**src/hw/rtl/dmrc_pkg.sv**
```systemverilog
`default_nettype none
package dmrc_pkg;

	localparam int unsigned DEF_MAP_DEPTH   = 64;
	localparam int unsigned DEF_ECAM_DEPTH  = 8;
	localparam int unsigned DEF_GUARD_DEPTH = 32;
	localparam int unsigned DEF_PAGE_BITS   = 12;
	localparam int unsigned ECAM_BUS_SHIFT  = 20;

	localparam logic [63:0] APER_LOW_BASE_RST  = 64'h0000_0000_C000_0000;
	localparam logic [63:0] APER_LOW_END_RST   = 64'h0000_0000_FEC0_0000;
	localparam logic [63:0] APER_HIGH_BASE_RST = 64'h0000_0008_0000_0000;
	localparam logic [63:0] APER_HIGH_END_RST  = 64'h0000_0010_0000_0000;

	typedef enum logic [1:0] {
		CFG_APER_LOW_BASE  = 2'd0,
		CFG_APER_LOW_END   = 2'd1,
		CFG_APER_HIGH_BASE = 2'd2,
		CFG_APER_HIGH_END  = 2'd3
	} cfg_idx_t;

	typedef enum logic [1:0] {
		REQ_MAP      = 2'd0,
		REQ_ECAM     = 2'd1,
		REQ_PROTECT  = 2'd2,
		REQ_VALIDATE = 2'd3
	} req_kind_t;

	localparam logic [3:0] MEM_CONV    = 4'd7;
	localparam logic [3:0] MEM_RECLAIM = 4'd9;
	localparam logic [3:0] MEM_NVS     = 4'd10;
	localparam logic [3:0] MEM_MMIO    = 4'd11;

	localparam int unsigned FL_READ  = 0;
	localparam int unsigned FL_WRITE = 1;
	localparam int unsigned FL_WC    = 2;
	localparam int unsigned FL_FW    = 3;

	localparam logic [1:0] CLASS_NONE     = 2'd0;
	localparam logic [1:0] CLASS_PRISTINE = 2'd1;
	localparam logic [1:0] CLASS_UC       = 2'd2;

	typedef struct packed {
		logic [1:0]  req_type;
		logic [63:0] base;
		logic [63:0] length;
		logic [63:0] pages;
		logic [3:0]  mem_type;
		logic [7:0]  flags;
		logic [7:0]  first_bus;
		logic [7:0]  end_bus;
	} req_t;

	typedef struct packed {
		logic       ok;
		logic [1:0] mapping_class;
		logic       delegatable;
	} rsp_t;

	typedef enum logic [1:0] {
		TBL_GUARD = 2'd0,
		TBL_MAP   = 2'd1,
		TBL_ECAM  = 2'd2
	} tbl_t;

	typedef enum logic [2:0] {
		ST_IDLE,
		ST_PREP,
		ST_CHECK,
		ST_GUARD,
		ST_MAP,
		ST_ECAM,
		ST_FINISH
	} state_t;

	typedef struct packed {
		logic latch;
		logic prep;
		logic wr_en;
		logic scan_start;
		tbl_t tbl;
	} cmd_t;

	typedef struct packed {
		logic [1:0] req_type;
		logic       rng_ok;
		logic       bus_ok;
		logic       flags_ok;
		logic       fw_req;
		logic       wr_req;
		logic       full;
		logic       busy;
		logic       guard_hit;
		logic       conv_hit;
		logic       mmio_in;
		logic       fw_in;
		logic       ecam_found;
		logic       ecam_in;
		logic       aper_in;
	} sts_t;

endpackage
`default_nettype wire

```
**src/hw/rtl/dmrc_ctrl.sv**
```systemverilog
`default_nettype none
module dmrc_ctrl (
	input  wire logic           clk,
	input  wire logic           arst_n,
	input  wire logic           req_valid,
	output logic                req_stall,
	output logic                rsp_valid,
	input  wire logic           rsp_stall,
	output dmrc_pkg::rsp_t      rsp,
	input  wire dmrc_pkg::sts_t sts,
	output dmrc_pkg::cmd_t      cmd
);
	import dmrc_pkg::*;

	state_t state_q, state_d;
	rsp_t   res_q, res_d;
	logic   res_ld;
	logic   rsp_valid_q;
	rsp_t   rsp_q;

	always_ff @(posedge clk or negedge arst_n) begin
		if (!arst_n) begin
			state_q     <= ST_IDLE;
			rsp_valid_q <= 1'b0;
		end else begin
			state_q <= state_d;
			if (state_q == ST_FINISH && !(rsp_valid_q && rsp_stall)) begin
				rsp_valid_q <= 1'b1;
			end else if (!rsp_stall) begin
				rsp_valid_q <= 1'b0;
			end
		end
	end

	always_ff @(posedge clk) begin
		if (res_ld) begin
			res_q <= res_d;
		end
		if (state_q == ST_FINISH && !(rsp_valid_q && rsp_stall)) begin
			rsp_q <= res_q;
		end
	end

	always_comb begin
		state_d        = state_q;
		cmd.latch      = 1'b0;
		cmd.prep       = 1'b0;
		cmd.wr_en      = 1'b0;
		cmd.scan_start = 1'b0;
		cmd.tbl        = TBL_GUARD;
		res_ld         = 1'b0;
		res_d          = '{ok: 1'b0, mapping_class: CLASS_NONE, delegatable: 1'b0};
		unique case (state_q)
			ST_IDLE: begin
				if (req_valid) begin
					cmd.latch = 1'b1;
					state_d   = ST_PREP;
				end
			end
			ST_PREP: begin
				cmd.prep = 1'b1;
				state_d  = ST_CHECK;
			end
			ST_CHECK: begin
				res_ld  = 1'b1;
				state_d = ST_FINISH;
				unique case (req_kind_t'(sts.req_type))
					REQ_MAP: begin
						cmd.tbl   = TBL_MAP;
						cmd.wr_en = !sts.full;
					end
					REQ_ECAM: begin
						cmd.tbl   = TBL_ECAM;
						cmd.wr_en = !sts.full && sts.rng_ok && sts.bus_ok;
					end
					REQ_PROTECT: begin
						cmd.tbl   = TBL_GUARD;
						cmd.wr_en = !sts.full && sts.rng_ok;
					end
					default: begin
						if (sts.rng_ok && sts.flags_ok) begin
							res_ld         = 1'b0;
							cmd.scan_start = 1'b1;
							cmd.tbl        = TBL_GUARD;
							state_d        = ST_GUARD;
						end
					end
				endcase
				res_d.ok = cmd.wr_en;
			end
			ST_GUARD: begin
				if (!sts.busy) begin
					if (sts.guard_hit || (sts.fw_req && sts.wr_req)) begin
						res_ld  = 1'b1;
						state_d = ST_FINISH;
					end else begin
						cmd.scan_start = 1'b1;
						cmd.tbl        = TBL_MAP;
						state_d        = ST_MAP;
					end
				end
			end
			ST_MAP: begin
				cmd.tbl = TBL_MAP;
				if (!sts.busy) begin
					if (sts.fw_req) begin
						res_ld  = 1'b1;
						state_d = ST_FINISH;
						if (sts.fw_in) begin
							res_d = '{ok: 1'b1, mapping_class: CLASS_PRISTINE, delegatable: 1'b0};
						end
					end else if (sts.conv_hit) begin
						res_ld  = 1'b1;
						state_d = ST_FINISH;
					end else begin
						cmd.scan_start = 1'b1;
						cmd.tbl        = TBL_ECAM;
						state_d        = ST_ECAM;
					end
				end
			end
			ST_ECAM: begin
				cmd.tbl = TBL_ECAM;
				if (!sts.busy) begin
					res_ld  = 1'b1;
					state_d = ST_FINISH;
					if (sts.ecam_found) begin
						if (sts.ecam_in) begin
							res_d = '{ok: 1'b1, mapping_class: CLASS_UC, delegatable: 1'b0};
						end
					end else if (sts.aper_in || sts.mmio_in) begin
						res_d = '{ok: 1'b1, mapping_class: CLASS_UC, delegatable: 1'b1};
					end
				end
			end
			ST_FINISH: begin
				if (!(rsp_valid_q && rsp_stall)) begin
					state_d = ST_IDLE;
				end
			end
			default: state_d = ST_IDLE;
		endcase
	end

	assign req_stall = state_q != ST_IDLE;
	assign rsp_valid = rsp_valid_q;
	assign rsp       = rsp_q;

	a_one_rsp: assert property (@(posedge clk) disable iff (!arst_n)
		(state_q == ST_FINISH && state_d == ST_IDLE) |=> rsp_valid) else $error("result lost");
	a_grant_class: assert property (@(posedge clk) disable iff (!arst_n)
		(rsp_valid && rsp.mapping_class == CLASS_NONE) |-> !rsp.delegatable)
		else $error("delegatable without class");
	a_scan_state: assert property (@(posedge clk) disable iff (!arst_n)
		cmd.scan_start |=> (state_q == ST_GUARD || state_q == ST_MAP || state_q == ST_ECAM))
		else $error("walk started outside a walk state");

endmodule
`default_nettype wire

```
**config.mk**
```make
export PLATFORM = sky130hd
export DESIGN_NAME = dmrc_ctrl
export DESIGN_NICKNAME = d
export VERILOG_FILES = /design/src/hw/rtl/dmrc_pkg.sv /design/src/hw/rtl/dmrc_ctrl.sv
export SDC_FILE = /design/constraint.sdc
export NUM_CORES = 1
export LEC_CHECK = 0
export BUFFER_PORTS_ARGS = -buffer_cell sky130_fd_sc_hd__buf_2
export CAP_MARGIN = 20
export CORE_MARGIN = 1.5
export CORE_UTILIZATION = 30
export CTS_BUF_LIST = sky130_fd_sc_hd__clkbuf_8
export CTS_CLUSTER_DIAMETER = 30
export DETAILED_ROUTE_END_ITERATION = 7
export PLACE_DENSITY_LB_ADDON = 0.25
export SYNTH_ARGS = -nofsm -noshare
export SYNTH_HDL_FRONTEND = slang
export SYNTH_SLANG_ARGS = --single-unit
```
**constraint.sdc**
```tcl
create_clock -name clk -period 2.65 [get_ports clk]
set_input_delay 0.1325 -clock clk [delete_from_list [all_inputs] [get_ports clk]]
set_output_delay 0.1325 -clock clk [all_outputs]
set_load 0.03 [all_outputs]
```
After elaboration in Yosys (flattened, before gate mapping) --
Index checks and enable logic that the tools add are counted. Widths: inputs -> output; s select.
Storage, ports and cells: flip-flop bits (word level) 12, latch bits 0, bits in writable memories 0, memory bits (read-only) 0, input bits 20, output and inout bits 12, word-level logic and storage cells 83, memories 0
Operators by class: $add $sub $neg 0, multipliers 0, div/mod/pow operators 0, $lt $le $gt $ge 0, equality and inequality tests 14, shift-type cells 0, mux-type cells 46, bitwise gates (word level) 0, reduce and logical (&&, ||, !) cells 15
Operators by type and width (number):
- $mux 3 | 14
- $mux 4 | 7
- $pmux 3 s7 | 1
- $mux 1 | 15
- $ne 2x2->1 const B | 5
- $eq 3x3->1 const B | 3
- $pmux 1 s3 | 3
- $pmux 2 s4 | 1
- $eq 3x2->1 const B | 2
- $logic_and 1x1->1 | 6
- $pmux 2 s3 | 1
- $pmux 3 s2 | 1
- $reduce_and 5->1 | 1
- $mux 2 | 2
- $pmux 1 s4 | 1
- $eq 3x1->1 const B | 1
- $logic_not 3->1 | 1
- $reduce_bool 3->1 | 1
- $reduce_or 3->1 | 1
- $eq 2x1->1 const B | 1
- $eq 2x2->1 const B | 1
- $logic_not 1->1 | 2
- $logic_not 2->1 | 1
- $logic_or 1x1->1 | 2
- $ne 2x1->1 const B | 1

Longest topological paths before layout --
Gate-level depths: netlist of run 1.
depth after elaboration 5, depth in mapped cells 4, mapped depth without buffers 3

Worst setup path after synthesis of run 1 --
Ideal clock, no wire load.
path type register -> output, from register state_q[2], to output port cmd[1] (netlist name), arrival 1.518 ns, data required time 2.518 ns, path slack 0.999 ns, stages on the path, launching flop included 5, buffers on the path 1, cell sequence dfrtp_1 > buf_2 > inv_1 > nand2_1 > o32ai_1
RTL lines:
- from (decl) | RTL line dmrc_ctrl.sv:15 | state_t state_q, state_d;
- from (signal assigned) | RTL line dmrc_ctrl.sv:26 | state_q <= state_d;
- to (decl) | RTL line dmrc_ctrl.sv:11 | output dmrc_pkg::cmd_t cmd

Worst setup path in the final report of run 1 --
from register state_q[1], to register res_q[3] (netlist name), enable pin
Between the ends: longest elaborated chain between the ends 2, elaborated cells between the ends (all ways) 5, those cells by class 4 x eq/ne; 1 x mux
Ends and longest elaborated chain:
- $eq 3x3->1 / $eq 3x2->1 (equally long branches) | RTL line dmrc_ctrl.sv:53 | unique case (state_q)
- $pmux 1 s4 * | RTL line dmrc_ctrl.sv:53
- via res_ld | RTL line dmrc_ctrl.sv:17 | logic res_ld;
- to (signal assigned) | RTL line dmrc_ctrl.sv:37 | res_q <= res_d;
- to (decl) | RTL line dmrc_ctrl.sv:16 | rsp_t res_q, res_d;
The timed path passes the listed nets; every way through them passes the cells marked *. A chain may end at the register's enable or synchronous reset.

==> flow_summary_export.csv, run 1 <==
group,metric,value,unit
run_status,status,"complete, no violations",
cts,clockBufferDepth,2,
cts,cts_tree,"yes",
drt,topRoutingLayerUsed,"met3",
pwr,p_comb_share,42.6,%
synth,ys_types,36,
cts,cts_hold_buf,1,
floorplan,die_h,52.1,µm
floorplan,fp.dieArea,2720,µm²
synth,ys_warn_count,0,
synth,synth_top_area_share,33.2,%
cts,cts.sinks,12,
synth,syn_area_per_cell,10.2,µm²
timing,rsz0062_at_grt,"no",
cts,numCtsBuffers,3,
drt,drc_errors,0,
cts,path_clk_slew,0.05,ns
pwr,power,992,µW
synth,synth_seq_cells,12,
finish,drive_gt1_share,38.5,%
worst_hold_path,hold_path_class,"primary input to flop",
placement,finalWeightedCongestion,0.872,
synth,ys_top_cells_by_area,"edfxtp_1 (33%), dfrtp_1 (14%), nand2_1 (3.6%)",
timing,holdWs,0.121,ns
timing,fin_worst_skew,0.00326,ns
pwr,switching_power,418,µW
synth,syn_inst,71,
pwr,max-vdd-ir-drop,0.442,mV
pwr,power.density,1030,nW/µm²
global_route,grt_pass1_wl,2.80,mm
cts,post-cts-setup-buffer-count,0,
drt,routed_wl,1.65,mm
timing,finalHoldViolations,0,
timing,slew_headroom,64.0,%
timing,fmax,539,MHz
global_route,grt_max_degree,17,
drt,via_per_inst,5.23,
setup_path,path_class,"flop to flop",
floorplan,fp.coreArea,2250,µm²
drt,ant_nets,0,
drt,drt-initial-drc-count,11,
floorplan,fp.dieW,52.1,µm
timing,fin_crit,1.86,ns
synth,synth_nets,91,
drt,met1Wirelength,675,µm
synth,synthFlopType,"edfxtp_1",
global_route,grt_overflow_total,0,
cts,cts_resized,0,
setup_path,arrival,1.73,ns
pwr,p_leak,0.000428,µW
finish,areaGrowthSynthToFinish,33.2,%
finish,fin_nets,125,
timing,worst_pin_slew,0.534,ns
placement,io_buffers,31,
timing,setup_viol_count_final,0,
pwr,sequentialPowerShare,38.0,%
drt,wl_met3,99,µm
setup_path,worst_setup_path_start_kind,"flop",
setup_path,cp.required,2.52,ns
placement,dpl.hpwl,1.35,mm
timing,drv_slew,0,
global_route,antenna_found_initial,0,
finish,fin_util,42.8,%
pwr,p_int,574,µW
cts,clk_latency,0.23,ns
synth,synth_edf_count,8,
global_route,grt_pass1_vias,645,
synth,async_flop_share,33.3,%
job,cap_violations,0,
floorplan,rows,17,
cts,clockRootBuffer,"clkbuf_8",
synth,netlist_area,724,µm²
synth,synth_top_area_cell,"edfxtp_1",
drt,num_vias,690,
pwr,sw_frac_of_total,42.1,%
timing,tns,0,ns
drt,dr.pass1.iters,4,
setup_path,endpoint_kind,"flop",
synth,ys_seq_area_share,47.0,%
finish,n_antenna_cell,0,
global_route,grt_use_total,13.9,%
setup_path,worstPathMaxFanout,13,
floorplan,start_util,32.1,%
drt,avgRoutedWirePerCell,12.5,µm
pwr,clkPwrFrac,19.3,%
floorplan,io_pins,32,
cts,cts_max_level,1,
timing,finalCritPeriodShare,70.0,%
drt,met2_length,873,µm
==> critical path, cell delays in order, from the launching register on <==
cell and delay [ns]:
dfrtp_1 0.53, nor2b_1 0.31, a32oi_1 0.17, o21ai_0 0.48
==> synth_stat cells (all sizes together) (2+ instances only) <==
| library cell | instances |
|---|---|
| edfxtp | 8 |
| nand2 | 7 |
| dfrtp | 4 |
| inv | 4 |
| nand2b | 4 |
| o21ai | 4 |
| buf | 3 |
| nor2 | 3 |
| nor2b | 3 |
| and3b | 2 |
| nand3 | 2 |
| nor3 | 2 |
| nor4 | 2 |
| o32ai | 2 |
==> registers in the layout, summed over array words and instances (netlist names) <==
name / cells
res_q: 4
rsp: 4
rsp_valid: 1
state_q: 3
==> cell type report <==
| type | count | area, µm² |
|---|---|---|
| repair buffers | 32 | 165 |
| flip-flops and latches | 12 | 340 |
| inverters | 4 | 15.0 |
| well taps | 28 | 35.0 |
| fillers | 259 | 1290 |
| multi-input cells | 52 | 354 |
| clock buffers | 4 | 55.1 |
==> per-layer routing <==
layer	GRT usage [%]	vias up
met5	0	-
met1	16.0	325
met2	25.3	23
li1	-	342
met4	5.13	0
met3	2.59	0
==> final timing paths <==
path / start / endpoint / slack [ns] / cells after the start
worst max-delay path: state_q[1] / res_q[3] / 0.79 / 3
worst min-delay path: rsp_stall / rsp_valid / 0.12 / 3
worst max register to register: state_q[1] / res_q[3] / 0.79 / 3
worst min register to register: res_q[3] / rsp[3] / 0.42 / 0
max in group asynchronous: arst_n / state_q[2] / 2.30 / 2
min in group asynchronous: arst_n / rsp_valid / 0.23 / 2
==> cells in the final DEF, fill, tap and decap left out, types with 2 or more instances in the layout <==
cell      count
and3b_1       2
buf_2        31
clkbuf_8      4
dfrtp_1       4
edfxtp_1      8
inv_1         4
nand2_1       7
nand2b_1      3
nand3_1       2
nor2_1        3
nor2b_1       3
nor3_1        2
nor4_1        2
o21ai_0       4
o32ai_1       2
==> power by group through the flow <==
stage	sequential, µW	combinational, µW	clock, µW
floorplan	359	331	0
global placement	376	421	0
detailed placement	380	424	0
CTS	376	427	199
global route	393	464	211
finish	377	423	192
==> through the flow <==
step	cell area (µm²)	instances	worst slack, ns
after detailed placement	900	127	0.810
after CTS	965	132	0.803
after floorplan	724	71	0.999
final	965	132	0.794
after global routing	965	132	0.599
after global placement	900	127	0.906
==> cells by family (layout without fill, tap and decap cells) <==
group                  count (synthesis)  count (layout)  share of synthesized area, %
buffers and inverters                  7              40                          4.14
flip-flops                            12              12                          47.0
AND/OR/NAND/NOR                       32              32                          26.8
AO/OA/AOI/OAI                         20              20                          22.1
No activity file was read; power rests on OpenSTA's default activity.
==> run 2, diff against run 1 <==
==> constraint.sdc (replaced) <==
create_clock -name clk -period 1.8 [get_ports clk]
set_input_delay 0.09 -clock clk [delete_from_list [all_inputs] [get_ports clk]]
set_output_delay 0.09 -clock clk [all_outputs]
set_load 0.03 [all_outputs]
==> run 2 against run 1 <==
Against the previous run: global-route usage hardly changed; via count is 2.5% higher; routed wire length is 1.5% lower; critical path type is now flop to output port; critical endpoint is now cmd[3].
==> flow_summary_export.csv, run 2 (synthesis gave the netlist of run 1 again) <==
group,metric,value,unit
timing,drv_slew,0,
setup_path,reg2reg_slack,0.23,ns
global_route,grt_pass1_wl,2.81,mm
cts,post-cts-setup-buffer-count,0,
timing,worst_pin_slew,0.431,ns
timing,finalCritPeriodShare,91.3,%
cts,numCtsBuffers,3,
setup_path,path_cells,"buf_4, nor4b_1, o31a_1, buf_2",
finish,fin_nets,128,
cts,cts_resized,0,
cts,clockBufferDepth,2,
cts,cts.sinks,12,
setup_path,critPathMaxStageDelay,0.42,ns
drt,drc_errors,0,
setup_path,crit_buf_inv,2,
finish,final_common_cell,"buf_2",
cts,cts_max_level,1,
job,cap_violations,0,
finish,areaGrowthSynthToFinish,34.9,%
placement,io_buffers,31,
setup_path,endpoint_kind,"output port",
global_route,grt_pass1_vias,670,
timing,tns,0,ns
drt,routed_wl,1.62,mm
drt,via_per_inst,5.24,
timing,rsz0062_at_grt,"no",
floorplan,die_h,52.1,µm
finish,drive_gt1_share,39.3,%
pwr,max-vdd-ir-drop,0.755,mV
finish,fillCellCount,235,
drt,avgRoutedWirePerCell,12.0,µm
placement,finalWeightedCongestion,0.898,
pwr,p_leak,0.000437,µW
setup_path,worstPathMaxFanout,8,
floorplan,fp.dieW,52.1,µm
setup_path,cp.required,1.71,ns
run_status,status,"complete, no violations",
global_route,grt_max_degree,13,
finish,n_antenna_cell,0,
floorplan,io_pins,32,
drt,ant_nets,0,
global_route,antenna_found_initial,0,
global_route,grt_use_total,13.9,%
setup_path,cp_top_family,"flip-flops",
drt,dr.pass1.iters,4,
cts,path_clk_slew,0.05,ns
floorplan,fp.dieArea,2720,µm²
pwr,power.density,1520,nW/µm²
cts,cts_hold_buf,1,
timing,finalHoldViolations,0,
setup_path,worst_setup_path_start_kind,"flop",
global_route,grt_overflow_total,0,
cts,cts_tree,"yes",
cts,clockRootBuffer,"clkbuf_8",
timing,fin_crit,1.64,ns
setup_path,crit_path_top_delay_cell,"dfrtp_1",
finish,fin_util,43.3,%
worst_hold_path,hold_path_class,"primary input to flop",
timing,slew_headroom,71.0,%
timing,fin_worst_skew,0.000919,ns
setup_path,path_class,"flop to output port",
cts,clk_latency,0.24,ns
drt,num_vias,707,
floorplan,start_util,32.1,%
finish,final_cell_mix,"buf_2 (31), edfxtp_1 (8), nand2_1 (7)",
drt,drt-initial-drc-count,19,
timing,setup_viol_count_final,0,
setup_path,arrival,1.55,ns
floorplan,fp.coreArea,2250,µm²
floorplan,rows,17,
placement,dpl.hpwl,1.28,mm
timing,fmax,609,MHz
run 2: layer usage:
| layer | up-vias | GRT usage [%] | part of all wire (%) |
|---|---|---|---|
| met5 | - | 0 | 0 |
| met4 | 0 | 6.41 | 2.2 |
| met3 | 6 | 2.01 | 6.0 |
| met2 | 34 | 23.8 | 49 |
| met1 | 317 | 17.2 | 43 |
| li1 | 350 | - | - |
run 2: per-stage QoR:
stage | std cells | instance area [µm²] | setup slack (ns) | power, µW | hold WS (ns)
after floorplan | 71 | 724 | 0.160 | 1020 | -0.206
after global placement | 130 | 922 | 0.272 | 1240 | -0.0994
after global routing | 135 | 977 | 0.0567 | 1590 | 0.0911
final | 135 | 977 | 0.157 | 1480 | 0.0806
after CTS | 135 | 977 | 0.149 | 1490 | 0.0750
after detailed placement | 130 | 922 | 0.265 | 1240 | -0.0975
run 2: worst paths after layout:
| path | end | start | cells past startpoint |
|---|---|---|---|
| min | rsp_valid | rsp_stall | 3 |
| min reg2reg | rsp[0] | res_q[0] | 0 |
| min in group asynchronous | rsp_valid | arst_n | 2 |
| max reg2reg | res_q[3] | state_q[2] | 4 |
| max | cmd[3] | state_q[1] | 4 |
| max in group asynchronous | state_q[0] | arst_n | 2 |
run 2: cell type report:
type | count | area (µm²) | area share (%)
multi-input cells | 52 | 354 | 36.2
flip-flops and latches | 12 | 340 | 34.8
repair buffers | 35 | 188 | 19.2
clock buffers | 3 | 41.3 | 4.23
well taps | 28 | 35.0 | 3.59
inverters | 4 | 15.0 | 1.54
clock inverters | 1 | 3.75 | 0.384
run 2: where the power goes:
group          internal (µW)  leakage, µW  switching, µW
clock network            150    0.0000231           95.4
logic                    266     0.000289            440
registers                430     0.000125           99.1
total                    847     0.000437            634
run 2: worst reg2reg max path: cells and delay by family, from the launching register on:
family	cells	cell delay, ns
AO/OA/AOI/OAI	2	0.34
AND/OR/NAND/NOR	1	0.30
buffers and inverters	1	0.16
flip-flops	1	0.49
==> run 3, diff against run 2 <==
--- a/config.mk
+++ b/config.mk
@@ -8,7 +8,7 @@
 export BUFFER_PORTS_ARGS = -buffer_cell sky130_fd_sc_hd__buf_2
 export CAP_MARGIN = 20
 export CORE_MARGIN = 1.5
-export CORE_UTILIZATION = 30
+export CORE_UTILIZATION = 48
 export CTS_BUF_LIST = sky130_fd_sc_hd__clkbuf_8
 export CTS_CLUSTER_DIAMETER = 30
 export DETAILED_ROUTE_END_ITERATION = 7
==> run 3 against run 2 <==
Against the previous run: design area shrank 1.3%; first-iteration DRC count up 100%; sequential share of layout area increased by 0.58 points; clock skew increased by 0.0046 ns; critical path type unchanged; critical path depth down 1; setup slack worse by 0.032 ns; flip-flop and latch count did not move.
==> flow_summary_export.csv, run 3 (synthesis gave the netlist of run 1 again) <==
group,metric,value,unit
timing,rsz0062_at_grt,"no",
setup_path,cp.required,1.71,ns
placement,placed_cell_area,898,µm²
global_route,grt_pass1_wl,2.70,mm
floorplan,fp.dieArea,1750,µm²
floorplan,start_util,53.7,%
floorplan,die_h,41.9,µm
timing,slew_headroom,69.0,%
worst_hold_path,holdPathStages,3,
cts,numCtsBuffers,3,
setup_path,rr_worst_depth,4,
placement,placed_cells,116,
cts,cts_tree,"yes",
timing,finalCritPeriodShare,93.0,%
finish,final_cell_mix,"buf_2 (31), edfxtp_1 (8), nand2_1 (7)",
placement,finalWeightedCongestion,0.889,
pwr,max-vdd-ir-drop,0.674,mV
timing,drv_slew,0,
worst_hold_path,hold_path_class,"primary input to flop",
setup_path,worstPathMaxFanout,12,
global_route,grt_overflow_total,0,
drt,drt-initial-drc-count,38,
drt,ant_nets,0,
placement,io_buffers,31,
timing,fin_crit,1.67,ns
cts,clockBufferDepth,2,
pwr,power.density,1570,nW/µm²
setup_path,worst_setup_path_start_kind,"flop",
setup_path,reg2reg_to,"res_q[0]",
drt,drc_errors,0,
cts,path_clk_slew,0.05,ns
cts,cts_max_level,1,
worst_hold_path,holdPathEnd,"rsp_valid",
finish,stdcell_count,121,
setup_path,arrival,1.58,ns
setup_path,endpoint_kind,"output port",
finish,final_common_cell,"buf_2",
finish,fin_area,965,µm²
floorplan,rows,13,
cts,clockRootBuffer,"clkbuf_8",
cts,cts.sinks,12,
timing,tns,0,ns
global_route,grt_max_degree,14,
run_status,status,"complete, no violations",
drt,routed_wl,1.72,mm
setup_path,reg2reg_from,"state_q[1]",
timing,fin_worst_skew,0.00554,ns
drt,num_vias,742,
pwr,power,1510,µW
drt,dr.pass1.iters,4,
timing,finalHoldViolations,0,
finish,drive_gt1_share,40.6,%
timing,fmax,597,MHz
timing,worst_pin_slew,0.461,ns
cts,post-cts-setup-buffer-count,0,
cts,clk_latency,0.24,ns
drt,avgRoutedWirePerCell,14.2,µm
global_route,grt_pass1_vias,655,
setup_path,path_class,"flop to output port",
global_route,grt_use_total,20.7,%
finish,fin_nets,127,
floorplan,fp.dieW,41.9,µm
floorplan,io_pins,32,
worst_hold_path,min-delay-start,"rsp_stall",
drt,via_per_inst,6.13,
placement,dpl.hpwl,1.37,mm
global_route,antenna_found_initial,0,
timing,setup_viol_count_final,0,
finish,areaGrowthSynthToFinish,33.2,%
job,cap_violations,0,
pwr,p_leak,0.000437,µW
floorplan,fp.coreArea,1350,µm²
setup_path,reg2reg_slack,0.15,ns
finish,n_antenna_cell,0,
[run 3: per-stage QoR]
stage               setup WS [ns]  hold slack, ns  utilization [%]
floorplan                   0.160          -0.206                -
global placement            0.265          -0.103             66.5
detailed placement          0.212          -0.103             66.5
CTS                        0.0814          0.0767             71.4
global route               0.0377           0.104             71.5
finish                      0.126          0.0743             71.5
[run 3: layer usage]
| layer | wire, µm | vias up | global-route usage (%) |
|---|---|---|---|
| met4 | 29 | 0 | 9.68 |
| met3 | 140 | 4 | 4.35 |
| met1 | 650 | 348 | 22.4 |
| met5 | 0 | - | 0 |
| li1 | - | 346 | - |
| met2 | 902 | 44 | 37.8 |
[run 3: final cells by class]
type                    count  area (µm²)
fillers                   109         385
multi-input cells          52         354
flip-flops and latches     12         342
repair buffers             34         180
clock buffers               4        55.1
well taps                  15        18.8
inverters                   4        15.0
[run 3: worst max-delay path: stages (launching register included)]
cell and delay (ns):
dfrtp_1 0.49, nor4b_1 0.44, o31a_1 0.22, buf_2 0.19
[run 3: repair_timing]
item	in CTS	in global routing
endpoints found under the setup margin	0	1
hold buffers	1	0
gates resized for setup	0	1
endpoints found under the hold margin	4	0
[run 3: worst max-delay path by stage]
stage | slack [ns] | end | start | cells past startpoint
after floorplan | 0.16 | res_q[0] | state_q[0] | 4
after global placement | 0.26 | res_q[3] | state_q[1] | 4
after detailed placement | 0.21 | res_q[0] | state_q[1] | 4
after CTS | 0.08 | cmd[2] | state_q[0] | 5
after global routing | 0.04 | cmd[3] | state_q[2] | 3
final | 0.13 | cmd[3] | state_q[2] | 3
[run 3: power breakdown]
part	total, µW	switching (µW)	internal, µW
clock	284	91.0	193
combinational	670	417	253
sequential	556	123	433
total	1510	632	878
